File: src/bdp_pkg.sv
`default_nettype none
// ----------------------------------------------------------------------------
// bdp_pkg
// Shared codes, widths and the queue item type of the delta patch applier.
// ----------------------------------------------------------------------------
package bdp_pkg;

  localparam int LEN_W   = 23;
  localparam int IDX_W   = 22;
  localparam int WORD_W  = 64;
  localparam int Q_DEPTH = 4;

  localparam logic [1:0] OP_LOAD  = 2'd0;
  localparam logic [1:0] OP_CTRL  = 2'd1;
  localparam logic [1:0] OP_DIFF  = 2'd2;
  localparam logic [1:0] OP_EXTRA = 2'd3;

  localparam logic [2:0] ST_OK         = 3'd0;
  localparam logic [2:0] ST_NEGATIVE   = 3'd1;
  localparam logic [2:0] ST_DIFF_OVER  = 3'd2;
  localparam logic [2:0] ST_EXTRA_OVER = 3'd3;
  localparam logic [2:0] ST_ORDER      = 3'd4;

  localparam logic REG_NEW_LENGTH  = 1'b0;
  localparam logic REG_BASE_LENGTH = 1'b1;

  typedef enum logic [1:0] {
    Q_LOAD,
    Q_DIFF,
    Q_PASS
  } qkind_t;

  typedef struct packed {
    qkind_t             kind;
    logic               hit;
    logic [7:0]         data;
    logic [IDX_W-1:0]   index;
    logic               done;
    logic [2:0]         status;
  } qent_t;

endpackage
`default_nettype wire

File: src/bdp_fifo.sv
`default_nettype none
// ----------------------------------------------------------------------------
// bdp_fifo
// Short queue of work items between the front and the back.
// ----------------------------------------------------------------------------
module bdp_fifo
  import bdp_pkg::*;
#(
  parameter int AW = 22
) (
  input  wire logic          clk,
  input  wire logic          rst_n,
  input  wire logic          push,
  input  wire qent_t         push_ent,
  input  wire logic [AW-1:0] push_addr,
  output logic               full,
  input  wire logic          pop,
  output logic               head_valid,
  output qent_t              head_ent,
  output logic [AW-1:0]      head_addr
);

  localparam int PW = $clog2(Q_DEPTH);
  localparam int CW = $clog2(Q_DEPTH + 1);

  qent_t         ent_r  [Q_DEPTH];
  logic [AW-1:0] addr_r [Q_DEPTH];
  logic [PW-1:0] wp_r, wp_nxt;
  logic [PW-1:0] rp_r, rp_nxt;
  logic [CW-1:0] cnt_r, cnt_nxt;

  assign full       = cnt_r == CW'(Q_DEPTH);
  assign head_valid = cnt_r != '0;
  assign head_ent   = ent_r[rp_r];
  assign head_addr  = addr_r[rp_r];

  always_comb begin
    wp_nxt  = wp_r;
    rp_nxt  = rp_r;
    cnt_nxt = cnt_r;
    if (push) begin
      wp_nxt = (wp_r == PW'(Q_DEPTH - 1)) ? '0 : wp_r + PW'(1);
    end
    if (pop) begin
      rp_nxt = (rp_r == PW'(Q_DEPTH - 1)) ? '0 : rp_r + PW'(1);
    end
    if (push && !pop) begin
      cnt_nxt = cnt_r + CW'(1);
    end else if (pop && !push) begin
      cnt_nxt = cnt_r - CW'(1);
    end
  end

  always_ff @(posedge clk) begin
    if (push) begin
      ent_r[wp_r]  <= push_ent;
      addr_r[wp_r] <= push_addr;
    end
  end

  always_ff @(posedge clk) begin
    if (!rst_n) begin
      wp_r  <= '0;
      rp_r  <= '0;
      cnt_r <= '0;
    end else begin
      wp_r  <= wp_nxt;
      rp_r  <= rp_nxt;
      cnt_r <= cnt_nxt;
    end
  end

endmodule
`default_nettype wire

File: config.mk
export PLATFORM = sky130hd
export DESIGN_NAME = bdp_fifo
export DESIGN_NICKNAME = d
export VERILOG_FILES = /design/src/bdp_pkg.sv /design/src/bdp_fifo.sv
export SDC_FILE = /design/constraint.sdc
export NUM_CORES = 1
export LEC_CHECK = 0
export ABC_AREA = 1
export BUFFER_PORTS_ARGS = -buffer_cell sky130_fd_sc_hd__buf_2
export CAP_MARGIN = 20
export CELL_PAD_IN_SITES_DETAIL_PLACEMENT = 2
export CELL_PAD_IN_SITES_GLOBAL_PLACEMENT = 2
export CORE_MARGIN = 3
export CORE_UTILIZATION = 40
export DETAILED_ROUTE_END_ITERATION = 8
export GPL_TIMING_DRIVEN = 0
export PLACE_DENSITY_LB_ADDON = 0.1
export SLEW_MARGIN = 20
export SYNTH_ARGS = -nofsm -noshare
export SYNTH_HDL_FRONTEND = slang
export SYNTH_SLANG_ARGS = --single-unit
File: constraint.sdc
create_clock -name clk -period 2.6 [get_ports clk]
set_clock_uncertainty 0.15 [all_clocks]
set_input_delay 0.52 -clock clk [delete_from_list [all_inputs] [get_ports clk]]
set_output_delay 0.52 -clock clk [all_outputs]
set_load 0.01 [all_outputs]
==> impl_metrics.env <==
export IMPL_outcome="complete, no violations"
export IMPL_cts_root_buffer="clkbuf_16"
export IMPL_grt_use_total_pct=21.61
export IMPL_areaGrowthSynthToFinish_pct=23.44
export IMPL_postSynthCellCount=630
export IMPL_io_pins=124
export IMPL_hold_violations=0
export IMPL_grt_pass1_vias=6739
export IMPL_final_area_sq_um=11330
export IMPL_clk_path_buf_depth=3
export IMPL_dieArea_sq_um=24800
export IMPL_path_cells="buf_8, inv_8, buf_12, buf_8, nor2_1, o22ai_1, buf_2"
export IMPL_slew_violations=0
export IMPL_synth_ff_type="edfxtp_1"
export IMPL_yosysWarnings=0
export IMPL_yosysTopAreaCell="edfxtp_1"
export IMPL_power_density_nw_per_um2=845.4
export IMPL_rsz0062_at_grt="true"
export IMPL_wl_per_cell_microns=24.66
export IMPL_insertion_delay_ps=520
export IMPL_crit_path_start_kind="register"
export IMPL_cts_tree="yes"
export IMPL_max_vdd_ir_drop_v=0.0004607
export IMPL_path_max_fanout=10
export IMPL_start_util_pct=41.42
export IMPL_p_leak_nw=4.075
export IMPL_netlist_area_leader_share_pct=77.20
export IMPL_grt_start_max_net_pins=46
export IMPL_dp_slack_ps=227.1
export IMPL_clock_fmax_mhz=396.9
export IMPL_grt_pass1_wl_mm=40.32
export IMPL_synth_area_per_cell_sq_um=14.57
export IMPL_period_needed_ps=2520
export IMPL_grt_overflow_total=0
export IMPL_postCtsHoldBufs=0
export IMPL_row_count=54
export IMPL_r2r_start="wp_r[1]$_SDFFE_PN0P_"
export IMPL_synthArstFlopShare_pct=0
export IMPL_routed_wirelength_mm=26.78
export IMPL_antenna_found_initial=2
export IMPL_synthTopCellsByCount="236 x edfxtp_1, 127 x nor2_1, 116 x o21ai_0, 59 x o22ai_1, 14 x inv_1"
export IMPL_routabilityCongestion=0.7196
export IMPL_buffer_ports_inserted=123
export IMPL_cts_reportedPaths_clkPinSlew_ps=60
export IMPL_hold_ws_ps=54.53
export IMPL_synthTopCellsByArea="edfxtp_1 77%, o21ai_0 6.3%, nor2_1 5.2%"
export IMPL_ys_types=22
export IMPL_remaining_drc_errors=0
export IMPL_syn_cell_area_sq_um=9180
export IMPL_slowest_stage="dfxtp_2"
export IMPL_finalSetupViolations=0
export IMPL_yosys_register_bits=245
export IMPL_numCtsBuffers=26
export IMPL_critical_path_arrival_ps=1850
export IMPL_core_area_sq_um=22160
export IMPL_ant_nets=0
export IMPL_first_pass_iters=4
export IMPL_yosysMostFrequentCell="edfxtp_1"
export IMPL_die_h_microns=157.5
export IMPL_synth_nets=700
export IMPL_critical_path_class="register to primary output"
export IMPL_period_share_pct=96.91
export IMPL_min_delay_path_class="input port to register"
export IMPL_hp_start="push_ent[7]"
export IMPL_cap_viol_max_count=0
export IMPL_h_tree_depth=1
export IMPL_drtIter0Drc=323
export IMPL_placed_cell_area_sq_um=10250
export IMPL_tightest_slew_ps=525.9
export IMPL_relSlewSlack_pct=64.94
export IMPL_fillers=2125
export IMPL_cts_num_sinks=245
export IMPL_fin_ws_ps=80.27
export IMPL_fp_dieW_microns=157.5
export IMPL_synth_edff_count=236
export IMPL_viasPerCell=5.450
export IMPL_synth_yosys_seq_area_share_pct=79.16
export IMPL_drive_gt1_share_pct=27.27
export IMPL_dp_hpwl_mm=16.24
export IMPL_cpMostUsedCell="buf_8"
export IMPL_final_nets=855
export IMPL_crit_required_ps=1930
export IMPL_utilization_pct=51.13
export IMPL_crit_path_end_kind="primary output"
export IMPL_vias=5919
export IMPL_cpPeakStageDelay_ps=330
cell families after synthesis:
family / synth area share [%]
simple gates: 5.847
buf+inv: 3.080
fa+ha+maj: 1.036
compound gates: 10.78
flops: 79.16
xor+xnor: 0.09542
repair_timing:
action,4_1_cts,5_1_grt
buffers inserted,0,0
resized for setup,37,42
endpoints found under the setup margin,54,34
pin swaps,2,6
critical path, delay by kind of cell, from the launching register on:
kind | cells | cell delay, ps
and+or+nand+nor | 1 | 50
AOI/OAI and AO/OA | 1 | 220
buffers and inverters | 5 | 710
DFF | 1 | 330
per-layer routing:
metal  routed length (microns)  GRT usage, %  vias up
met5                        13             0        -
met4                       476         4.669        2
met3                      1282         3.382       34
li1                          -             -     2675
met1                     10400         25.74     3061
met2                     14600         41.17      147
report_power, final:
group	switching (mW)	internal [mW]	total, mW	leakage (nW)
clock network	1.53	2.48	4.02	0.434
registers	0.0589	4.51	4.57	2.24
logic	0.652	0.344	0.995	1.40
area by class of cell:
cell class	instances	area (sq um)	area share [%]
diodes	3	7.507	0.06625
plain buffers	37	301.5	2.661
clock buffers	32	694.4	6.128
clock inverters	14	222.7	1.965
inverters	16	80.08	0.7066
multi-input cells	332	1693	14.94
flip-flops and latches	245	7272	64.17
well taps	280	350.3	3.092
repair buffers	127	710.7	6.271
path summary, 6_finish.rpt:
path	end	slack (ps)	cells after the start
max	head_ent[31]	80	7
min	ent_r[2][7]$_DFFE_PP_	50	1
max reg2reg	addr_r[0][7]$_DFFE_PP_	760	5
min reg2reg	cnt_r[1]$_SDFFE_PN0P_	390	2
layout by cell type, fill, tap and decap left out, drive strengths merged:
master	n
edfxtp	236
buf	151
nor2	127
o21ai	121
o22ai	59
clkbuf	45
inv	16
nand2	9
dfxtp	9
ha	6
bufinv	6
clkinv	5
diode	3
nor3	3
a21oi	3
clkinvlp	3
xor2	1
nand3	1
nand4	1
fa	1
flip-flops by register name, indices dropped and copies added, names as in the netlist, named ones only:
| signal | cells |
|---|---|
| cnt_r | 3 |
| ent_r | 148 |
| rp_r | 2 |
| addr_r | 88 |
| wp_r | 2 |
through the flow:
stage          total power, mW  cells  TNS [ps]
2_1_floorplan            5.113    630         0
6_report                 9.580   1086         0
3_5_place_dp             5.602   1037         0
5_1_grt                  9.925   1084         0
4_1_cts                  9.637   1083         0
3_3_place_gp             5.531   1033   -213470
Note: power is estimated with default switching activity, not from simulation.
