===== config.mk =====
export PLATFORM = sky130hd
export DESIGN_NAME = bdp_front_flat
export DESIGN_NICKNAME = d
export VERILOG_FILES = /design/src/bdp_pkg.sv /design/src/bdp_if.sv /design/src/bdp_front.sv /design/src/flat_wrapper.sv
export SDC_FILE = /design/constraint.sdc
export NUM_CORES = 1
export LEC_CHECK = 0
export BUFFER_PORTS_ARGS = -buffer_cell sky130_fd_sc_hd__buf_2
export CAP_MARGIN = 20
export CORE_MARGIN = 2
export CORE_UTILIZATION = 40
export DETAILED_ROUTE_END_ITERATION = 8
export HOLD_SLACK_MARGIN = 0.1
export SETUP_SLACK_MARGIN = 0.2
export SLEW_MARGIN = 20
export SYNTH_ARGS = -nofsm -noshare
export SYNTH_HDL_FRONTEND = slang
export SYNTH_SLANG_ARGS = --single-unit

===== constraint.sdc =====
create_clock -name clk -period 24.9 [get_ports clk]
set_input_delay 2.49 -clock clk [delete_from_list [all_inputs] [get_ports clk]]
set_output_delay 2.49 -clock clk [all_outputs]
set_load 0.005 [all_outputs]

===== src/bdp_pkg.sv =====
`default_nettype none
// ----------------------------------------------------------------------------
// bdp_pkg
// Shared codes, widths and the queue item type of the delta patch applier.
// ----------------------------------------------------------------------------
package bdp_pkg;

  localparam int LEN_W   = 23;
  localparam int IDX_W   = 22;
  localparam int WORD_W  = 64;
  localparam int Q_DEPTH = 4;

  localparam logic [1:0] OP_LOAD  = 2'd0;
  localparam logic [1:0] OP_CTRL  = 2'd1;
  localparam logic [1:0] OP_DIFF  = 2'd2;
  localparam logic [1:0] OP_EXTRA = 2'd3;

  localparam logic [2:0] ST_OK         = 3'd0;
  localparam logic [2:0] ST_NEGATIVE   = 3'd1;
  localparam logic [2:0] ST_DIFF_OVER  = 3'd2;
  localparam logic [2:0] ST_EXTRA_OVER = 3'd3;
  localparam logic [2:0] ST_ORDER      = 3'd4;

  localparam logic REG_NEW_LENGTH  = 1'b0;
  localparam logic REG_BASE_LENGTH = 1'b1;

  typedef enum logic [1:0] {
    Q_LOAD,
    Q_DIFF,
    Q_PASS
  } qkind_t;

  typedef struct packed {
    qkind_t             kind;
    logic               hit;
    logic [7:0]         data;
    logic [IDX_W-1:0]   index;
    logic               done;
    logic [2:0]         status;
  } qent_t;

endpackage
`default_nettype wire


===== src/bdp_if.sv =====
`default_nettype none
// ----------------------------------------------------------------------------
// bdp_if
// Valid/ready channels for patch items and for patched output bytes.
// ----------------------------------------------------------------------------
interface bdp_in_if;
  logic        valid;
  logic        ready;
  logic [1:0]  op;
  logic [21:0] base_address;
  logic [7:0]  data_byte;
  logic [63:0] add_word;
  logic [63:0] copy_word;
  logic [63:0] seek_word;

  modport source (output valid, op, base_address, data_byte, add_word, copy_word,
                  seek_word, input ready);
  modport sink (input valid, op, base_address, data_byte, add_word, copy_word,
                seek_word, output ready);
endinterface

`default_nettype wire


===== src/bdp_front.sv =====
`default_nettype none
// ----------------------------------------------------------------------------
// bdp_front
// Accepts items, checks ordering and lengths, tracks the cursors and the
// sticky error, and queues one work item for each load or result.
// ----------------------------------------------------------------------------
module bdp_front
  import bdp_pkg::*;
#(
  parameter int BASE_DEPTH = 4194304,
  parameter int AW         = 22
) (
  input  wire logic             clk,
  input  wire logic             rst_n,
  bdp_in_if.sink                in_if,
  input  wire logic [LEN_W-1:0] new_length,
  input  wire logic [LEN_W-1:0] base_length,
  output logic                  q_push,
  output qent_t                 q_ent,
  output logic [AW-1:0]         q_addr,
  input  wire logic             q_full
);

  logic [WORD_W-1:0] bc_r, bc_nxt;
  logic [LEN_W-1:0]  oc_r, oc_nxt;
  logic [LEN_W-1:0]  add_rem_r, add_rem_nxt;
  logic [LEN_W-1:0]  copy_rem_r, copy_rem_nxt;
  logic [WORD_W-1:0] pend_x_r, pend_x_nxt;
  logic              pend_c_r, pend_c_nxt;
  logic [2:0]        err_r, err_nxt;

  logic              acc;
  logic [24:0]       ld_a;
  logic              ld_hit;
  logic [24:0]       pos_lo;
  logic              rd_hit;
  logic              o_full;
  logic [LEN_W-1:0]  oc_inc;
  logic              done;
  logic [LEN_W-1:0]  rem;
  logic [LEN_W-1:0]  rem2;
  logic              neg_a;
  logic              neg_c;
  logic              add_big;
  logic              copy_big;
  logic [WORD_W-1:0] seek_x;
  logic              seek_c;
  logic [WORD_W-1:0] opnd;
  logic [1:0]        cin;
  logic              upd_bc;
  logic [WORD_W-1:0] bc_sum;
  logic [2:0]        code;

  assign in_if.ready = !q_full;
  assign acc         = in_if.valid && in_if.ready;

  assign ld_a     = 25'(in_if.base_address);
  assign ld_hit   = ld_a < 25'(BASE_DEPTH);
  assign pos_lo   = 25'(bc_r[LEN_W-1:0]);
  assign rd_hit   = (bc_r[WORD_W-1:LEN_W] == '0) && (bc_r[LEN_W-1:0] < base_length) &&
                    (pos_lo < 25'(BASE_DEPTH));
  assign o_full   = oc_r >= new_length;
  assign oc_inc   = oc_r + 23'd1;
  assign done     = oc_inc == new_length;
  assign rem      = new_length - oc_r;
  assign rem2     = rem - in_if.add_word[LEN_W-1:0];
  assign neg_a    = in_if.add_word[63] && (in_if.add_word[62:0] != '0);
  assign neg_c    = in_if.copy_word[63] && (in_if.copy_word[62:0] != '0);
  assign add_big  = (in_if.add_word[62:LEN_W] != '0) || (in_if.add_word[LEN_W-1:0] > rem);
  assign copy_big = (in_if.copy_word[62:LEN_W] != '0) ||
                    (in_if.copy_word[LEN_W-1:0] > rem2);
  assign seek_x   = in_if.seek_word[63] ? ~{1'b0, in_if.seek_word[62:0]}
                                        : {1'b0, in_if.seek_word[62:0]};
  assign seek_c   = in_if.seek_word[63];
  assign bc_sum   = bc_r + opnd + 64'(cin);
  assign bc_nxt   = upd_bc ? bc_sum : bc_r;

  always_comb begin
    oc_nxt       = oc_r;
    add_rem_nxt  = add_rem_r;
    copy_rem_nxt = copy_rem_r;
    pend_x_nxt   = pend_x_r;
    pend_c_nxt   = pend_c_r;
    err_nxt      = err_r;
    opnd         = '0;
    cin          = 2'd0;
    upd_bc       = 1'b0;
    code         = ST_OK;
    q_push       = 1'b0;
    q_addr       = pos_lo[AW-1:0];
    q_ent        = '{kind: Q_PASS, hit: 1'b0, data: 8'd0, index: oc_r[IDX_W-1:0],
                     done: 1'b0, status: err_r};
    if (acc) begin
      if (in_if.op == OP_LOAD) begin
        q_push     = 1'b1;
        q_ent.kind = Q_LOAD;
        q_ent.hit  = ld_hit;
        q_ent.data = in_if.data_byte;
        q_addr     = ld_a[AW-1:0];
      end else if (err_r != ST_OK) begin
        q_push = 1'b1;
      end else begin
        unique case (in_if.op)
          OP_CTRL: begin
            if ((add_rem_r != '0) || (copy_rem_r != '0) || o_full) begin
              code = ST_ORDER;
            end else if (neg_a || neg_c) begin
              code = ST_NEGATIVE;
            end else if (add_big) begin
              code = ST_DIFF_OVER;
            end else if (copy_big) begin
              code = ST_EXTRA_OVER;
            end else begin
              add_rem_nxt  = in_if.add_word[LEN_W-1:0];
              copy_rem_nxt = in_if.copy_word[LEN_W-1:0];
              if ((in_if.add_word[LEN_W-1:0] == '0) &&
                  (in_if.copy_word[LEN_W-1:0] == '0)) begin
                upd_bc     = 1'b1;
                opnd       = seek_x;
                cin        = {1'b0, seek_c};
                pend_x_nxt = '0;
                pend_c_nxt = 1'b0;
              end else begin
                pend_x_nxt = seek_x;
                pend_c_nxt = seek_c;
              end
            end
          end
          OP_DIFF: begin
            if (add_rem_r == '0) begin
              code = ST_ORDER;
            end else if (o_full) begin
              code = ST_DIFF_OVER;
            end else begin
              q_push       = 1'b1;
              q_ent.kind   = Q_DIFF;
              q_ent.hit    = rd_hit;
              q_ent.data   = in_if.data_byte;
              q_ent.done   = done;
              q_ent.status = ST_OK;
              oc_nxt       = oc_inc;
              add_rem_nxt  = add_rem_r - 23'd1;
              upd_bc       = 1'b1;
              cin          = 2'd1;
              if ((add_rem_r == 23'd1) && (copy_rem_r == '0)) begin
                opnd       = pend_x_r;
                cin        = 2'd1 + {1'b0, pend_c_r};
                pend_x_nxt = '0;
                pend_c_nxt = 1'b0;
              end
            end
          end
          default: begin
            if ((add_rem_r != '0) || (copy_rem_r == '0)) begin
              code = ST_ORDER;
            end else if (o_full) begin
              code = ST_EXTRA_OVER;
            end else begin
              q_push       = 1'b1;
              q_ent.data   = in_if.data_byte;
              q_ent.done   = done;
              q_ent.status = ST_OK;
              oc_nxt       = oc_inc;
              copy_rem_nxt = copy_rem_r - 23'd1;
              if (copy_rem_r == 23'd1) begin
                upd_bc     = 1'b1;
                opnd       = pend_x_r;
                cin        = {1'b0, pend_c_r};
                pend_x_nxt = '0;
                pend_c_nxt = 1'b0;
              end
            end
          end
        endcase
        if (code != ST_OK) begin
          q_push       = 1'b1;
          q_ent.status = code;
          err_nxt      = code;
        end
      end
    end
  end

  always_ff @(posedge clk) begin
    if (!rst_n) begin
      bc_r       <= '0;
      oc_r       <= '0;
      add_rem_r  <= '0;
      copy_rem_r <= '0;
      pend_x_r   <= '0;
      pend_c_r   <= 1'b0;
      err_r      <= ST_OK;
    end else begin
      bc_r       <= bc_nxt;
      oc_r       <= oc_nxt;
      add_rem_r  <= add_rem_nxt;
      copy_rem_r <= copy_rem_nxt;
      pend_x_r   <= pend_x_nxt;
      pend_c_r   <= pend_c_nxt;
      err_r      <= err_nxt;
    end
  end

endmodule
`default_nettype wire


===== src/flat_wrapper.sv =====
// flat-port wrapper written by rule: the top's interface ports become plain ports
module bdp_front_flat import bdp_pkg::*;
#(
  parameter int BASE_DEPTH = 4194304,
  parameter int AW         = 22
)
  (clk, rst_n, new_length, base_length, q_push, q_ent, q_addr, q_full, in_if_valid, in_if_op, in_if_base_address, in_if_data_byte, in_if_add_word, in_if_copy_word, in_if_seek_word, in_if_ready);
  bdp_in_if in_if_i ();
  input  wire logic clk;
  input  wire logic rst_n;
  input  wire logic [LEN_W-1:0] new_length;
  input  wire logic [LEN_W-1:0] base_length;
  output logic q_push;
  output qent_t q_ent;
  output logic [AW-1:0] q_addr;
  input  wire logic q_full;
  input wire logic [$bits(in_if_i.valid)-1:0] in_if_valid;
  input wire logic [$bits(in_if_i.op)-1:0] in_if_op;
  input wire logic [$bits(in_if_i.base_address)-1:0] in_if_base_address;
  input wire logic [$bits(in_if_i.data_byte)-1:0] in_if_data_byte;
  input wire logic [$bits(in_if_i.add_word)-1:0] in_if_add_word;
  input wire logic [$bits(in_if_i.copy_word)-1:0] in_if_copy_word;
  input wire logic [$bits(in_if_i.seek_word)-1:0] in_if_seek_word;
  output wire logic [$bits(in_if_i.ready)-1:0] in_if_ready;
  assign in_if_i.valid = in_if_valid;
  assign in_if_i.op = in_if_op;
  assign in_if_i.base_address = in_if_base_address;
  assign in_if_i.data_byte = in_if_data_byte;
  assign in_if_i.add_word = in_if_add_word;
  assign in_if_i.copy_word = in_if_copy_word;
  assign in_if_i.seek_word = in_if_seek_word;
  assign in_if_ready = in_if_i.ready;
  bdp_front #(.BASE_DEPTH(BASE_DEPTH), .AW(AW)) u_core (.clk(clk), .rst_n(rst_n), .in_if(in_if_i), .new_length(new_length), .base_length(base_length), .q_push(q_push), .q_ent(q_ent), .q_addr(q_addr), .q_full(q_full));
endmodule

==> flow_summary.html, run 1 <==
<table>
<tr><th>Metric</th><th>Value</th></tr>
<tr><th colspan="2">Outcome</th></tr>
<tr><td>Result of the run</td><td>completed</td></tr>
<tr><th colspan="2">STA</th></tr>
<tr><td>Min cycle time layout</td><td>13.56 ns</td></tr>
<tr><td>Final worst clock skew</td><td>0.0113 ns</td></tr>
<tr><td>Setup TNS</td><td>0 ns</td></tr>
<tr><td>Unrepaired setup endpoints after global routing</td><td>false</td></tr>
<tr><td>Total count of hold-check failures in the final report</td><td>0</td></tr>
<tr><td>Post-route fraction of the period consumed by the critical path</td><td>54.5%</td></tr>
<tr><td>Max-slew headroom at the worst pin</td><td>27.5%</td></tr>
<tr><td>Max Slew Vio Count</td><td>0</td></tr>
<tr><td>Fmax</td><td>73.7 MHz</td></tr>
<tr><td>Worst-Margin Slew</td><td>1.08 ns</td></tr>
<tr><td>Setup slack after layout</td><td>about 11 ns</td></tr>
<tr><td>Final setup viols</td><td>0</td></tr>
<tr><th colspan="2">Synth</th></tr>
<tr><td>Leading area contributor after synthesis</td><td>dfxtp_1</td></tr>
<tr><td>Primary FF master, synth</td><td>dfxtp_1</td></tr>
<tr><td>Leading cell type by number of instances after synthesis</td><td>a21oi_1</td></tr>
<tr><td>Dominant cells by area after synthesis</td><td>dfxtp_1 (20%), ha_1 (14%), a21oi_1 (8.9%)</td></tr>
<tr><td>Count of different cell masters after synthesis</td><td>79</td></tr>
<tr><td>Synth cell count leaders</td><td>a21oi_1 (355), nand2_1 (336), ha_1 (223)</td></tr>
<tr><td>Flip-flop and latch count after synthesis</td><td>200</td></tr>
<tr><td>Proportion of netlist area held by the largest area contributor</td><td>20.1%</td></tr>
<tr><td>Yosys synthesis warning count</td><td>0</td></tr>
<tr><td>Post-synth EDFFs</td><td>0</td></tr>
<tr><td>Number of instances in the synthesized netlist</td><td>2765</td></tr>
<tr><td>Syn_nets</td><td>about 3300</td></tr>
<tr><td>Average cell area after synthesis</td><td>a little over 7 sq um</td></tr>
<tr><td>Share of flip-flops with an asynchronous set or reset</td><td>0%</td></tr>
<tr><td>Part of the Yosys area used for sequential elements</td><td>about a fifth</td></tr>
<tr><td>Total standard cell area after synthesis</td><td>20000 sq um</td></tr>
<tr><th colspan="2">Critical path</th></tr>
<tr><td>Max Fanout on Critical Path</td><td>66</td></tr>
<tr><td>End of the worst register-to-register path</td><td>u_core.bc_r[63]</td></tr>
<tr><td>Cell with the biggest individual delay on the critical path</td><td>a2111oi_1</td></tr>
<tr><td>Family with the most delay on the worst path</td><td>compound AO/OA/AOI/OAI gates</td></tr>
<tr><td>Kind of critical path</td><td>input pin to register</td></tr>
<tr><td>Critical Path End Type</td><td>register</td></tr>
<tr><td>Count of buffer and inverter cells on the critical path</td><td>3</td></tr>
<tr><td>Depth of the worst register-to-register path</td><td>46</td></tr>
<tr><td>Data required time at the worst endpoint</td><td>about 25 ns</td></tr>
<tr><td>Critical Path Source Type</td><td>input pin</td></tr>
<tr><td>Slowest stage delay, CP</td><td>0.97 ns</td></tr>
<tr><td>RR Startpoint</td><td>u_core.oc_r[2]</td></tr>
<tr><td>Reg-to-reg slack, setup</td><td>12.99 ns</td></tr>
<tr><td>WP data arrival</td><td>13.96 ns</td></tr>
<tr><th colspan="2">Global route</th></tr>
<tr><td>Global-route usage over all layers</td><td>27.0%</td></tr>
<tr><td>Maximum number of pins on one net before global-route repair</td><td>91</td></tr>
<tr><td>Wire length of the first global-routing pass</td><td>110 mm</td></tr>
<tr><td>Number of antenna violations at the first check in global routing</td><td>12</td></tr>
<tr><td>Number of global-route vias before repair</td><td>19700</td></tr>
<tr><td>Aggregate global routing overflow</td><td>0</td></tr>
<tr><th colspan="2">Clock network</th></tr>
<tr><td>Post-CTS Setup Repair Bufs</td><td>0</td></tr>
<tr><td>CTS root buf</td><td>clkbuf_16</td></tr>
<tr><td>Number of resized instances in the post-cts repair step</td><td>0</td></tr>
<tr><td>Clock-pin slew on the worst setup and hold paths</td><td>0.07 ns</td></tr>
<tr><td>Number of sinks driven by the clock tree</td><td>200</td></tr>
<tr><td>Hold-fix buffer count after cts</td><td>0</td></tr>
<tr><td>Clock insertion delay at the later pin of the skew report</td><td>between 0.4 and 0.5 ns</td></tr>
<tr><td>Clock tree from TritonCTS</td><td>built</td></tr>
<tr><td>H-tree levels</td><td>4</td></tr>
<tr><td>Clock Tree Buf Depth</td><td>2</td></tr>
<tr><td>CTS Buf Count</td><td>17</td></tr>
<tr><th colspan="2">Route</th></tr>
<tr><td>Total Routed Length</td><td>71.3 mm</td></tr>
<tr><td>Number of vias per cell after detailed routing</td><td>5.72</td></tr>
<tr><td>Total iterations of the first detailed-routing run</td><td>5</td></tr>
<tr><td>Vias</td><td>20900</td></tr>
<tr><td># DRC</td><td>0</td></tr>
<tr><td>Per-cell routed wire length</td><td>just under 20 microns</td></tr>
<tr><td>Antenna violation net count after detailed routing</td><td>0</td></tr>
<tr><td>Starting DRC count in detailed routing</td><td>1421</td></tr>
<tr><th colspan="2">Min path</th></tr>
<tr><td>Worst hold path class</td><td>register to register</td></tr>
<tr><td>Capture endpoint of the worst hold path</td><td>u_core.pend_x_r[38]</td></tr>
<tr><td>WHS Path Cells</td><td>2</td></tr>
<tr><td>Worst hold path startpoint</td><td>u_core.pend_x_r[38]</td></tr>
<tr><th colspan="2">Power</th></tr>
<tr><td>Maximum vdd ir drop</td><td>roughly 46 uV</td></tr>
<tr><td>Pwr Density</td><td>38.8 nW/um^2</td></tr>
<tr><td>Leakage component of the power</td><td>slightly below 10 nW</td></tr>
<tr><td>Post-route total power</td><td>between 0.8 and 0.9 mW</td></tr>
<tr><th colspan="2">Die</th></tr>
<tr><td>Die Height</td><td>about 230 microns</td></tr>
<tr><td>Starting Density</td><td>a little over 40%</td></tr>
<tr><td>Num rows</td><td>slightly above 80</td></tr>
<tr><td>Count of pins on the block boundary</td><td>335</td></tr>
<tr><td>Die Footprint</td><td>51700 sq um</td></tr>
<tr><td>Die Span X</td><td>about 230 microns</td></tr>
<tr><td>Placeable core region</td><td>49200 sq um</td></tr>
<tr><th colspan="2">Cells and area</th></tr>
<tr><td>Area growth syn-to-layout</td><td>13.2%</td></tr>
<tr><td>Post-route cell area</td><td>about 23000 sq um</td></tr>
<tr><td>Post-Route Utilization</td><td>46.0%</td></tr>
<tr><td>Final nets</td><td>3473</td></tr>
<tr><td>Share of final-layout standard cells stronger than drive strength 1</td><td>16.3%</td></tr>
<tr><th colspan="2">Placed design</th></tr>
<tr><td>Placed cell area</td><td>22000 sq um</td></tr>
<tr><td>Estimated wirelength of the detail-placed design</td><td>54.3 mm</td></tr>
<tr><td>RePlAce Congestion</td><td>1.01</td></tr>
<tr><td>Total of buffers placed on input and output ports</td><td>334</td></tr>
<tr><td>Worst setup timing slack at the placement stage</td><td>between 10 and 15 ns</td></tr>
<tr><th colspan="2">Job</th></tr>
<tr><td>Max Cap Violations</td><td>0</td></tr>
</table>
-- through the flow --
step           hold slack (ns)  instances
2_1_floorplan            0.428       2765
3_3_place_gp             0.434       3616
3_5_place_dp             0.440       3616
4_1_cts                  0.450       3647
5_1_grt                  0.468       3649
6_report                 0.448       3654
-- worst max-delay path by stage --
stage / start / to / slack [ns] / cells after the start
after floorplan: new_length[2] / u_core.bc_r[63] / 13.30 / 46
after global placement: new_length[2] / u_core.bc_r[63] / 11.39 / 46
after detailed placement: new_length[2] / u_core.bc_r[63] / 10.94 / 46
after CTS: new_length[2] / u_core.bc_r[63] / 11.41 / 46
after global routing: new_length[2] / u_core.bc_r[63] / 10.16 / 47
final: new_length[2] / u_core.bc_r[63] / 11.34 / 46
-- report_power, final --
group,total [mW],internal [mW],leakage (nW),switching (mW)
combinational,0.238,0.0902,7.82,0.148
clock,0.313,0.174,0.299,0.140
sequential,0.325,0.322,1.61,0.00263
-- routing by layer --
metal  global-route usage (%)  share of wire [%]
met5                        0             0.0098
met4                     7.04                2.1
met3                     3.63                4.4
met2                     46.9                 48
met1                     35.1                 45
-- cell type report --
type / instances / area (sq um)
Fill cell: 5071 / 26600
Clock inverter: 11 / 170
Multi-Input combinational cell: 2262 / 14800
Clock buffer: 20 / 457
Timing Repair Buffer: 356 / 1840
Tap cell: 664 / 831
Antenna cell: 7 / 17.5
Inverter: 134 / 505
Sequential cell: 200 / 4000
-- flip-flops by register name (all words and copies together) (netlist names) --
register	flops
u_core.bc_r	64
u_core.pend_x_r	64
u_core.add_rem_r	23
u_core.copy_rem_r	23
u_core.oc_r	23
u_core.err_r	3
-- layout by cell type (no fill, tap or decap), types with 19 or more instances in the layout --
master	count
a211oi_1	20
a21o_1	51
a21oi_1	355
a31oi_1	31
and2_1	19
and3_1	23
buf_2	333
buf_4	23
dfxtp_1	200
ha_1	221
inv_1	133
mux2_2	29
nand2_1	336
nand2b_1	31
nand3_1	54
nand4_1	41
nor2_1	171
nor2b_1	20
nor3_1	55
nor4_1	62
o21ai_0	212
o221a_2	23
or2_2	20
or3_1	88
xnor2_1	158
xor2_1	47
-- cell families after synthesis --
kind of cell / synth area share [%]
buffers and inverters: 6.25
multiplexers: 1.84
AND/OR/NAND/NOR: 23.5
AO/OA/AOI/OAI: 24.9
flip-flops: 20.1
XOR/XNOR: 8.99
adder cells (fa/ha/maj): 14.5
-- worst reg2reg max path: cells and delay by family (launching register included) --
kind	cells	cell delay [ns]
flip-flops	1	0.38
XOR/XNOR	1	0.18
adder cells (fa/ha/maj)	6	1.87
multiplexers	2	0.45
AND/OR/NAND/NOR	14	2.78
AO/OA/AOI/OAI	20	5.32
buffers and inverters	3	0.84
Note: power is estimated with default switching activity, not from simulation.
==> inputs of run 2 (changes only) <==
- ABC_AREA: not set -> 1
- clock period: 24.9 -> 11.37 ns (I/O delays scaled with it)
==> run 2 against run 1 <==
  * Critical path depth increased by 9
  * Clock skew up 0.0081 ns
  * Critical path type unchanged
  * Largest cell class unchanged
  * Cell area grew 5.1%
  * Clock-buffer cell count fell by 3
  * Largest power group is now combinational cells
  * Synthesized area grew 6.2%
  * Synthesized cell count grew 22%
==> flow_summary.html, run 2 <==
<table>
<tr><th>Metric</th><th>Value</th></tr>
<tr><th colspan="2">Critical path</th></tr>
<tr><td>Critical Path End Type</td><td>register (unchanged)</td></tr>
<tr><td>Max Fanout on Critical Path</td><td>48 (was 66)</td></tr>
<tr><td>RR Startpoint</td><td>u_core.oc_r[5] (was u_core.oc_r[2])</td></tr>
<tr><td>Critical Path Source Type</td><td>input pin (unchanged)</td></tr>
<tr><td>Most frequent cell on the critical path</td><td>nand2_1</td></tr>
<tr><td>Cell with the biggest individual delay on the critical path</td><td>buf_4 (was a2111oi_1)</td></tr>
<tr><td>End of the worst register-to-register path</td><td>u_core.bc_r[61] (was u_core.bc_r[63])</td></tr>
<tr><td>Slowest stage delay, CP</td><td>0.55 ns (was 0.97 ns)</td></tr>
<tr><td>Data required time at the worst endpoint</td><td>11.76 ns (was 25.30 ns)</td></tr>
<tr><td>Kind of critical path</td><td>input pin to register (unchanged)</td></tr>
<tr><td>Depth of the worst register-to-register path</td><td>50 (was 46)</td></tr>
<tr><td>Reg-to-reg slack, setup</td><td>2.41 ns (was 12.99 ns)</td></tr>
<tr><td>WP data arrival</td><td>9.54 ns (was 13.96 ns)</td></tr>
<tr><th colspan="2">Global route</th></tr>
<tr><td>Number of global-route vias before repair</td><td>20500 (was 19700)</td></tr>
<tr><td>Maximum number of pins on one net before global-route repair</td><td>67 (was 91)</td></tr>
<tr><td>Number of antenna violations at the first check in global routing</td><td>2 (was 12)</td></tr>
<tr><td>Global-route usage over all layers</td><td>26.1% (was 27.0%)</td></tr>
<tr><td>Wire length of the first global-routing pass</td><td>113 mm (was 110 mm)</td></tr>
<tr><td>Aggregate global routing overflow</td><td>0 (unchanged)</td></tr>
<tr><th colspan="2">Route</th></tr>
<tr><td>Per-cell routed wire length</td><td>16.6 microns (was 19.5 microns)</td></tr>
<tr><td>Total Routed Length</td><td>71.9 mm (was 71.3 mm)</td></tr>
<tr><td>Total iterations of the first detailed-routing run</td><td>5 (unchanged)</td></tr>
<tr><td>Vias</td><td>22400 (was 20900)</td></tr>
<tr><td>Antenna violation net count after detailed routing</td><td>0 (unchanged)</td></tr>
<tr><td>Starting DRC count in detailed routing</td><td>1636 (was 1421)</td></tr>
<tr><td>Number of vias per cell after detailed routing</td><td>5.19 (was 5.72)</td></tr>
<tr><td># DRC</td><td>0 (unchanged)</td></tr>
<tr><th colspan="2">STA</th></tr>
<tr><td>Fmax</td><td>around 110 MHz</td></tr>
<tr><td>Post-route fraction of the period consumed by the critical path</td><td>80.5%</td></tr>
<tr><td>Min cycle time layout</td><td>9.16 ns</td></tr>
<tr><td>Total count of hold-check failures in the final report</td><td>0 (unchanged)</td></tr>
<tr><td>Final setup viols</td><td>0 (unchanged)</td></tr>
<tr><td>Max Slew Vio Count</td><td>0 (unchanged)</td></tr>
<tr><td>Max-slew headroom at the worst pin</td><td>31.6% (was 27.5%)</td></tr>
<tr><td>Final worst clock skew</td><td>0.0194 ns (was 0.0113 ns)</td></tr>
<tr><td>Setup TNS</td><td>0 ns (unchanged)</td></tr>
<tr><td>Worst-Margin Slew</td><td>1.02 ns (was 1.08 ns)</td></tr>
<tr><td>Unrepaired setup endpoints after global routing</td><td>false (unchanged)</td></tr>
<tr><th colspan="2">Clock network</th></tr>
<tr><td>Hold-fix buffer count after cts</td><td>0 (unchanged)</td></tr>
<tr><td>Post-CTS Setup Repair Bufs</td><td>0 (unchanged)</td></tr>
<tr><td>H-tree levels</td><td>4 (unchanged)</td></tr>
<tr><td>CTS Buf Count</td><td>17 (unchanged)</td></tr>
<tr><td>Clock tree from TritonCTS</td><td>built (unchanged)</td></tr>
<tr><td>Number of resized instances in the post-cts repair step</td><td>0 (unchanged)</td></tr>
<tr><td>Clock insertion delay at the later pin of the skew report</td><td>0.51 ns (was 0.47 ns)</td></tr>
<tr><td>Number of sinks driven by the clock tree</td><td>200 (unchanged)</td></tr>
<tr><td>Clock Tree Buf Depth</td><td>2 (unchanged)</td></tr>
<tr><td>CTS root buf</td><td>clkbuf_16 (unchanged)</td></tr>
<tr><td>Clock-pin slew on the worst setup and hold paths</td><td>0.09 ns (was 0.07 ns)</td></tr>
<tr><th colspan="2">Min path</th></tr>
<tr><td>Worst hold path class</td><td>register to register (unchanged)</td></tr>
<tr><td>Worst hold path startpoint</td><td>u_core.pend_x_r[45] (was u_core.pend_x_r[38])</td></tr>
<tr><td>Capture endpoint of the worst hold path</td><td>u_core.pend_x_r[45] (was u_core.pend_x_r[38])</td></tr>
<tr><td>WHS Path Cells</td><td>2 (unchanged)</td></tr>
<tr><th colspan="2">Placed design</th></tr>
<tr><td>RePlAce Congestion</td><td>0.979 (was 1.01)</td></tr>
<tr><td>Cell count after placement</td><td>4291 (was 3616)</td></tr>
<tr><td>Placed cell area</td><td>23100 sq um (was 22000 sq um)</td></tr>
<tr><td>Total of buffers placed on input and output ports</td><td>334 (unchanged)</td></tr>
<tr><td>Estimated wirelength of the detail-placed design</td><td>56.4 mm (was 54.3 mm)</td></tr>
<tr><th colspan="2">Cells and area</th></tr>
<tr><td>Share of final-layout standard cells stronger than drive strength 1</td><td>12.8% (was 16.3%)</td></tr>
<tr><td>Count of placed standard cells in the final layout, fillers left out</td><td>4324 (was 3654)</td></tr>
<tr><td>Final nets</td><td>4124 (was 3473)</td></tr>
<tr><td>Highest-count cells in the layout ignoring fill and taps</td><td>nand2_1 (646), nor2_1 (490), inv_1 (399) (was a21oi_1 (355), nand2_1 (336), buf_2 (333))</td></tr>
<tr><td>Registers with the highest flip-flop counts</td><td>u_core.bc_r (64), u_core.pend_x_r (64) (unchanged)</td></tr>
<tr><td>Post-Route Utilization</td><td>45.3% (was 46.0%)</td></tr>
<tr><td>Area growth syn-to-layout</td><td>12.0% (was 13.2%)</td></tr>
<tr><td>Post-route cell area</td><td>23800 sq um (was 22600 sq um)</td></tr>
<tr><td>Commonest non-fill, non-tap cell in the layout</td><td>nand2_1 (was a21oi_1)</td></tr>
<tr><th colspan="2">Outcome</th></tr>
<tr><td>Result of the run</td><td>completed (unchanged)</td></tr>
<tr><th colspan="2">Die</th></tr>
<tr><td>Placeable core region</td><td>52400 sq um (was 49200 sq um)</td></tr>
<tr><td>Die Span X</td><td>234 microns (was 227 microns)</td></tr>
<tr><td>Num rows</td><td>84 (was 81)</td></tr>
<tr><td>Starting Density</td><td>40.4% (was 40.6%)</td></tr>
<tr><td>Die Footprint</td><td>54900 sq um (was 51700 sq um)</td></tr>
<tr><td>Count of pins on the block boundary</td><td>335 (unchanged)</td></tr>
<tr><td>Die Height</td><td>234 microns (was 227 microns)</td></tr>
<tr><th colspan="2">Synth</th></tr>
<tr><td>Synth cell count leaders</td><td>nand2_1 (648), nor2_1 (491), inv_1 (401) (was a21oi_1 (355), nand2_1 (336), ha_1 (223))</td></tr>
<tr><td>Share of flip-flops with an asynchronous set or reset</td><td>0% (unchanged)</td></tr>
<tr><td>Yosys synthesis warning count</td><td>0 (unchanged)</td></tr>
<tr><td>Post-synth EDFFs</td><td>0 (unchanged)</td></tr>
<tr><td>Proportion of netlist area held by the largest area contributor</td><td>18.9% (was 20.1%)</td></tr>
<tr><td>Leading area contributor after synthesis</td><td>dfxtp_1 (unchanged)</td></tr>
<tr><td>Total standard cell area after synthesis</td><td>21200 sq um (was 20000 sq um)</td></tr>
<tr><td>Part of the Yosys area used for sequential elements</td><td>18.9% (was 20.1%)</td></tr>
<tr><td>Dominant cells by area after synthesis</td><td>dfxtp_1 (19%), ha_1 (13%), nand2_1 (11%) (was dfxtp_1 (20%), ha_1 (14%), a21oi_1 (8.9%))</td></tr>
<tr><td>Number of instances in the synthesized netlist</td><td>3385 (was 2765)</td></tr>
<tr><td>Primary FF master, synth</td><td>dfxtp_1 (unchanged)</td></tr>
<tr><td>Average cell area after synthesis</td><td>6.26 sq um (was 7.22 sq um)</td></tr>
<tr><td>Count of different cell masters after synthesis</td><td>59 (was 79)</td></tr>
<tr><td>Leading cell type by number of instances after synthesis</td><td>nand2_1 (was a21oi_1)</td></tr>
<tr><td>Flip-flop and latch count after synthesis</td><td>200 (unchanged)</td></tr>
<tr><td>Syn_nets</td><td>3887 (was 3267)</td></tr>
<tr><th colspan="2">Power</th></tr>
<tr><td>Pwr Density</td><td>93.0 nW/um^2 (was 38.8 nW/um^2)</td></tr>
<tr><td>Post-route total power</td><td>2.21 mW (was 0.876 mW)</td></tr>
<tr><td>Maximum vdd ir drop</td><td>91.6 uV (was 46.4 uV)</td></tr>
<tr><td>Leakage component of the power</td><td>11.1 nW (was 9.74 nW)</td></tr>
<tr><td>Sequential Power Share</td><td>33.8% (was 37.1%)</td></tr>
<tr><td>Reported net switching power</td><td>0.887 mW (was 0.290 mW)</td></tr>
<tr><td>Sw Share</td><td>40.2% (was 33.1%)</td></tr>
<tr><td>Logic pwr share</td><td>36.1% (was 27.2%)</td></tr>
<tr><td>Total internal power</td><td>1.32 mW (was 0.586 mW)</td></tr>
<tr><td>Clk network pwr share</td><td>30.1% (was 35.7%)</td></tr>
<tr><th colspan="2">Job</th></tr>
<tr><td>Max Cap Violations</td><td>0 (unchanged)</td></tr>
</table>
==> run 2: cell count changes after synthesis, sizes merged, moves of 34 or more <==
cell    before  now
o21ai      218  292
clkbuf     124   61
nand2      336  655
inv        134  415
a21oi      355  393
xor2        47   81
xnor2      158  118
nor4        63   20
nand3       54  111
a21o        51   17
nor2       173  501
or3         88    0
==> run 2: cell type report <==
class	count	area, sq um
fillers	5821	28700
multi-input cells	2632	14900
flip-flops and latches	200	4000
repair buffers	353	1820
inverters	418	1570
well taps	688	861
clock buffers	17	425
clock inverters	15	189
diodes	1	2.50
==> run 2: stage by stage <==
stage | hold WS [ns] | setup WS, ns
after floorplan | 0.424 | 3.58
after global placement | 0.434 | 1.98
after detailed placement | 0.436 | 1.80
after CTS | 0.449 | 2.36
after global routing | 0.463 | 1.23
final | 0.445 | 2.21
==> run 2: cells by family (layout without fill, tap and decap cells) <==
logic type / count (synthesis) / count (layout) / synth area share (%)
flip-flops: 200 / 200 / 18.9
buffers and inverters: 553 / 803 / 11.0
adder cells (fa/ha/maj): 228 / 228 / 13.6
AO/OA/AOI/OAI: 805 / 805 / 21.0
AND/OR/NAND/NOR: 1400 / 1400 / 27.3
other: 0 / 1 / 0
XOR/XNOR: 199 / 199 / 8.22
==> run 2: critical path: cells and delay by family <==
family	cells	cell delay [ns]
fa+ha+maj	7	2.11
simple gates	28	2.77
buf+inv	7	1.15
compound gates	11	1.92
xor+xnor	2	0.40
==> run 2: worst max path at each step <==
stage                              from               to  slack, ns  depth (start not counted)
final                     new_length[0]  u_core.bc_r[61]       2.21                         55
after global routing      new_length[5]  u_core.bc_r[38]       1.23                         45
after CTS                 new_length[0]  u_core.bc_r[61]       2.36                         55
after detailed placement  new_length[0]  u_core.bc_r[57]       1.80                         55
after global placement    new_length[0]  u_core.bc_r[51]       1.98                         49
after floorplan           new_length[0]  u_core.bc_r[61]       3.58                         54
==> run 2: power by group through the flow <==
stage / registers [mW] / logic, mW / clock network, mW
2_1_floorplan: 0.755 / 0.561 / 0
3_3_place_gp: 0.762 / 0.786 / 0
3_5_place_dp: 0.762 / 0.788 / 0
4_1_cts: 0.746 / 0.791 / 0.679
5_1_grt: 0.749 / 0.906 / 0.698
6_report: 0.746 / 0.798 / 0.664
==> run 2: layer usage <==
| metal | vias up | global-route usage (%) | share of wire (%) |
|---|---|---|---|
| met5 | - | 0 | 0 |
| met4 | 0 | 6.92 | 2.0 |
| met1 | 10100 | 37.9 | 50 |
| met3 | 77 | 3.51 | 6.3 |
| met2 | 672 | 40.2 | 42 |
| li1 | 11600 | - | - |
==> inputs of run 3 (changes only) <==
- clock period: 11.37 -> 7.7 ns (I/O delays scaled with it)
==> run 3 against run 2 <==
  * Combinational power grew 75%
  * First-iteration DRC count grew 4.0%
  * Total power grew 59%
  * Non-clock buffer count grew 426
  * Clock-buffer cell count grew 3
  * Clock skew shrank 0.0068 ns
  * Core utilization grew 8.5 points
  * Largest power group unchanged
  * Setup slack lost 1.8 ns
  * Clock power grew 52%
==> flow_summary.html, run 3 (synthesized netlist as in run 2, its figures left out) <==
<table>
<tr><th>Metric</th><th>Value</th></tr>
<tr><th colspan="2">Cells and area</th></tr>
<tr><td>Share of final-layout standard cells stronger than drive strength 1</td><td>27.6% (was 12.8%)</td></tr>
<tr><td>Registers with the highest flip-flop counts</td><td>u_core.bc_r (64), u_core.pend_x_r (64) (unchanged)</td></tr>
<tr><td>Area growth syn-to-layout</td><td>33.1% (was 12.0%)</td></tr>
<tr><td>Commonest non-fill, non-tap cell in the layout</td><td>nand2_1 (unchanged)</td></tr>
<tr><td>Count of placed standard cells in the final layout, fillers left out</td><td>4751 (was 4324)</td></tr>
<tr><td>Final nets</td><td>4550 (was 4124)</td></tr>
<tr><td>Highest-count cells in the layout ignoring fill and taps</td><td>nand2_1 (617), nor2_1 (454), buf_4 (439) (was nand2_1 (646), nor2_1 (490), inv_1 (399))</td></tr>
<tr><th colspan="2">STA</th></tr>
<tr><td>Setup slack after layout</td><td>0.415 ns (was 2.21 ns)</td></tr>
<tr><td>Min Hold Slack</td><td>0.446 ns (was 0.445 ns)</td></tr>
<tr><td>Max-slew headroom at the worst pin</td><td>26.0% (was 31.6%)</td></tr>
<tr><td>Unrepaired setup endpoints after global routing</td><td>true (was false)</td></tr>
<tr><td>Min cycle time layout</td><td>between 7 and 8 ns</td></tr>
<tr><td>Final worst clock skew</td><td>0.0126 ns (was 0.0194 ns)</td></tr>
<tr><td>Post-route fraction of the period consumed by the critical path</td><td>94.6%</td></tr>
<tr><td>Worst-Margin Slew</td><td>1.11 ns (was 1.02 ns)</td></tr>
<tr><td>Total count of hold-check failures in the final report</td><td>0 (unchanged)</td></tr>
<tr><td>Max Slew Vio Count</td><td>0 (unchanged)</td></tr>
<tr><td>Final setup viols</td><td>0 (unchanged)</td></tr>
<tr><td>Fmax</td><td>about 140 MHz</td></tr>
<tr><th colspan="2">Critical path</th></tr>
<tr><td>RR Startpoint</td><td>u_core.oc_r[1] (was u_core.oc_r[5])</td></tr>
<tr><td>WP data arrival</td><td>7.65 ns (was 9.54 ns)</td></tr>
<tr><td>Critical Path End Type</td><td>register (unchanged)</td></tr>
<tr><td>Data required time at the worst endpoint</td><td>8.06 ns (was 11.76 ns)</td></tr>
<tr><td>Slowest stage delay, CP</td><td>0.36 ns (was 0.55 ns)</td></tr>
<tr><td>Cell with the biggest individual delay on the critical path</td><td>ha_1 (was buf_4)</td></tr>
<tr><td>Kind of critical path</td><td>input pin to register (unchanged)</td></tr>
<tr><td>Crit path from</td><td>new_length[0] (unchanged)</td></tr>
<tr><td>Max Fanout on Critical Path</td><td>8 (was 48)</td></tr>
<tr><td>Most frequent cell on the critical path</td><td>nand2_2 (was nand2_1)</td></tr>
<tr><td>Critical Path Source Type</td><td>input pin (unchanged)</td></tr>
<tr><th colspan="2">Clock network</th></tr>
<tr><td>CTS root buf</td><td>clkbuf_16 (unchanged)</td></tr>
<tr><td>Clock-pin slew on the worst setup and hold paths</td><td>0.08 ns (was 0.09 ns)</td></tr>
<tr><td>CTS Buf Count</td><td>17 (unchanged)</td></tr>
<tr><td>H-tree levels</td><td>4 (unchanged)</td></tr>
<tr><td>Clock tree from TritonCTS</td><td>built (unchanged)</td></tr>
<tr><td>Clock insertion delay at the later pin of the skew report</td><td>0.51 ns (about the same)</td></tr>
<tr><td>Number of sinks driven by the clock tree</td><td>200 (unchanged)</td></tr>
<tr><td>Clock Tree Buf Depth</td><td>2 (unchanged)</td></tr>
<tr><th colspan="2">Global route</th></tr>
<tr><td>Met2 layer usage reported by global route</td><td>42.1% (was 40.2%)</td></tr>
<tr><td>GR Util met3</td><td>2.77% (was 3.51%)</td></tr>
<tr><td>Aggregate global routing overflow</td><td>0 (unchanged)</td></tr>
<tr><td>Number of global-route vias before repair</td><td>21800 (was 20500)</td></tr>
<tr><td>Met1 Usage GRT</td><td>38.6% (was 37.9%)</td></tr>
<tr><td>Wire length of the first global-routing pass</td><td>116 mm (was 113 mm)</td></tr>
<tr><td>Maximum number of pins on one net before global-route repair</td><td>129 (was 67)</td></tr>
<tr><td>Global route hottest layer</td><td>met2 (unchanged)</td></tr>
<tr><td>Number of antenna violations at the first check in global routing</td><td>3 (was 2)</td></tr>
<tr><td>Global-route usage over all layers</td><td>26.8% (was 26.1%)</td></tr>
<tr><th colspan="2">Die</th></tr>
<tr><td>Placeable core region</td><td>52400 sq um (unchanged)</td></tr>
<tr><td>Die Height</td><td>234 microns (unchanged)</td></tr>
<tr><td>Die Footprint</td><td>54900 sq um (unchanged)</td></tr>
<tr><td>Die Span X</td><td>234 microns (unchanged)</td></tr>
<tr><td>Num rows</td><td>84 (unchanged)</td></tr>
<tr><td>Starting Density</td><td>40.4% (unchanged)</td></tr>
<tr><td>Count of pins on the block boundary</td><td>335 (unchanged)</td></tr>
<tr><th colspan="2">Route</th></tr>
<tr><td>Starting DRC count in detailed routing</td><td>1701 (was 1636)</td></tr>
<tr><td># DRC</td><td>0 (unchanged)</td></tr>
<tr><td>Total Routed Length</td><td>75.3 mm (was 71.9 mm)</td></tr>
<tr><td>Total iterations of the first detailed-routing run</td><td>5 (unchanged)</td></tr>
<tr><td>Per-cell routed wire length</td><td>15.8 microns (was 16.6 microns)</td></tr>
<tr><td>Vias</td><td>23900 (was 22400)</td></tr>
<tr><td>Antenna violation net count after detailed routing</td><td>0 (unchanged)</td></tr>
<tr><td>Number of vias per cell after detailed routing</td><td>5.04 (was 5.19)</td></tr>
<tr><th colspan="2">Placed design</th></tr>
<tr><td>RePlAce Congestion</td><td>0.941 (was 0.979)</td></tr>
<tr><td>Cell count after placement</td><td>4692 (was 4291)</td></tr>
<tr><td>Worst setup timing slack at the placement stage</td><td>-0.528 ns (was 1.80 ns)</td></tr>
<tr><td>Estimated wirelength of the detail-placed design</td><td>59.2 mm (was 56.4 mm)</td></tr>
<tr><td>Total of buffers placed on input and output ports</td><td>334 (unchanged)</td></tr>
<tr><th colspan="2">Outcome</th></tr>
<tr><td>Result of the run</td><td>completed (unchanged)</td></tr>
<tr><th colspan="2">Power</th></tr>
<tr><td>Pwr Density</td><td>124 nW/um^2 (was 93.0 nW/um^2)</td></tr>
<tr><td>Maximum vdd ir drop</td><td>158 uV (was 91.6 uV)</td></tr>
<tr><td>Leakage component of the power</td><td>13.3 nW (was 11.1 nW)</td></tr>
<tr><th colspan="2">Min path</th></tr>
<tr><td>Worst hold path startpoint</td><td>u_core.pend_x_r[31] (was u_core.pend_x_r[45])</td></tr>
<tr><td>Worst hold path class</td><td>register to register (unchanged)</td></tr>
<tr><th colspan="2">Job</th></tr>
<tr><td>Max Cap Violations</td><td>0 (unchanged)</td></tr>
</table>
==> run 3: per-stage QoR <==
stage                     TNS [ns]  power (mW)  instance area (sq um)  utilization, %
after floorplan                  0        1.94                  21200               -
after detailed placement    -13.26        2.43                  26200            49.9
after global routing       -0.0454        3.72                  28200            53.8
after global placement       -6.40        2.42                  26200            49.9
after CTS                        0        3.44                  26900            51.2
final                            0        3.50                  28200            53.8
==> run 3: timing repair <==
action	CTS	global route
gates cloned	0	1
hold endpoints to repair	0	0
gates resized for setup	18	268
setup endpoints to repair	31	58
pin swaps	4	74
setup buffers	2	22
hold buffers	0	0
==> run 3: layout make-up <==
class | count | area [sq um]
multi-input cells | 2632 | 16100
clock inverters | 12 | 163
diodes | 2 | 5.00
repair buffers | 779 | 5100
clock buffers | 20 | 457
well taps | 688 | 861
flip-flops and latches | 200 | 4010
fillers | 5357 | 24200
inverters | 418 | 1570
==> run 3: power breakdown <==
| part | internal (mW) | switching, mW | total [mW] |
|---|---|---|---|
| clock | 0.534 | 0.471 | 1.01 |
| sequential | 1.07 | 0.0294 | 1.10 |
| combinational | 0.591 | 0.808 | 1.40 |
| total | 2.19 | 1.31 | 3.50 |
==> run 3: path summary, 6_finish.rpt <==
| check | slack [ns] | depth (start not counted) | end |
|---|---|---|---|
| min | 0.45 | 2 | u_core.pend_x_r[31] |
| max reg2reg | 0.43 | 50 | u_core.bc_r[39] |
| min reg2reg | 0.45 | 2 | u_core.pend_x_r[31] |
| max | 0.41 | 51 | u_core.bc_r[39] |
==> run 3: critical path, delay by kind of cell <==
kind,cells,cell delay (ns)
buffers and inverters,11,1.26
and+or+nand+nor,21,1.98
xor gates and xnor gates,3,0.41
adders and majority gates,6,1.76
AOI/OAI and AO/OA,10,1.45
==> run 3: layer usage <==
layer | wire, microns | part of all wire, %
met1 | 37200 | 49
met2 | 32600 | 43
met3 | 3940 | 5.2
met4 | 1590 | 2.1
met5 | 13 | 0.017
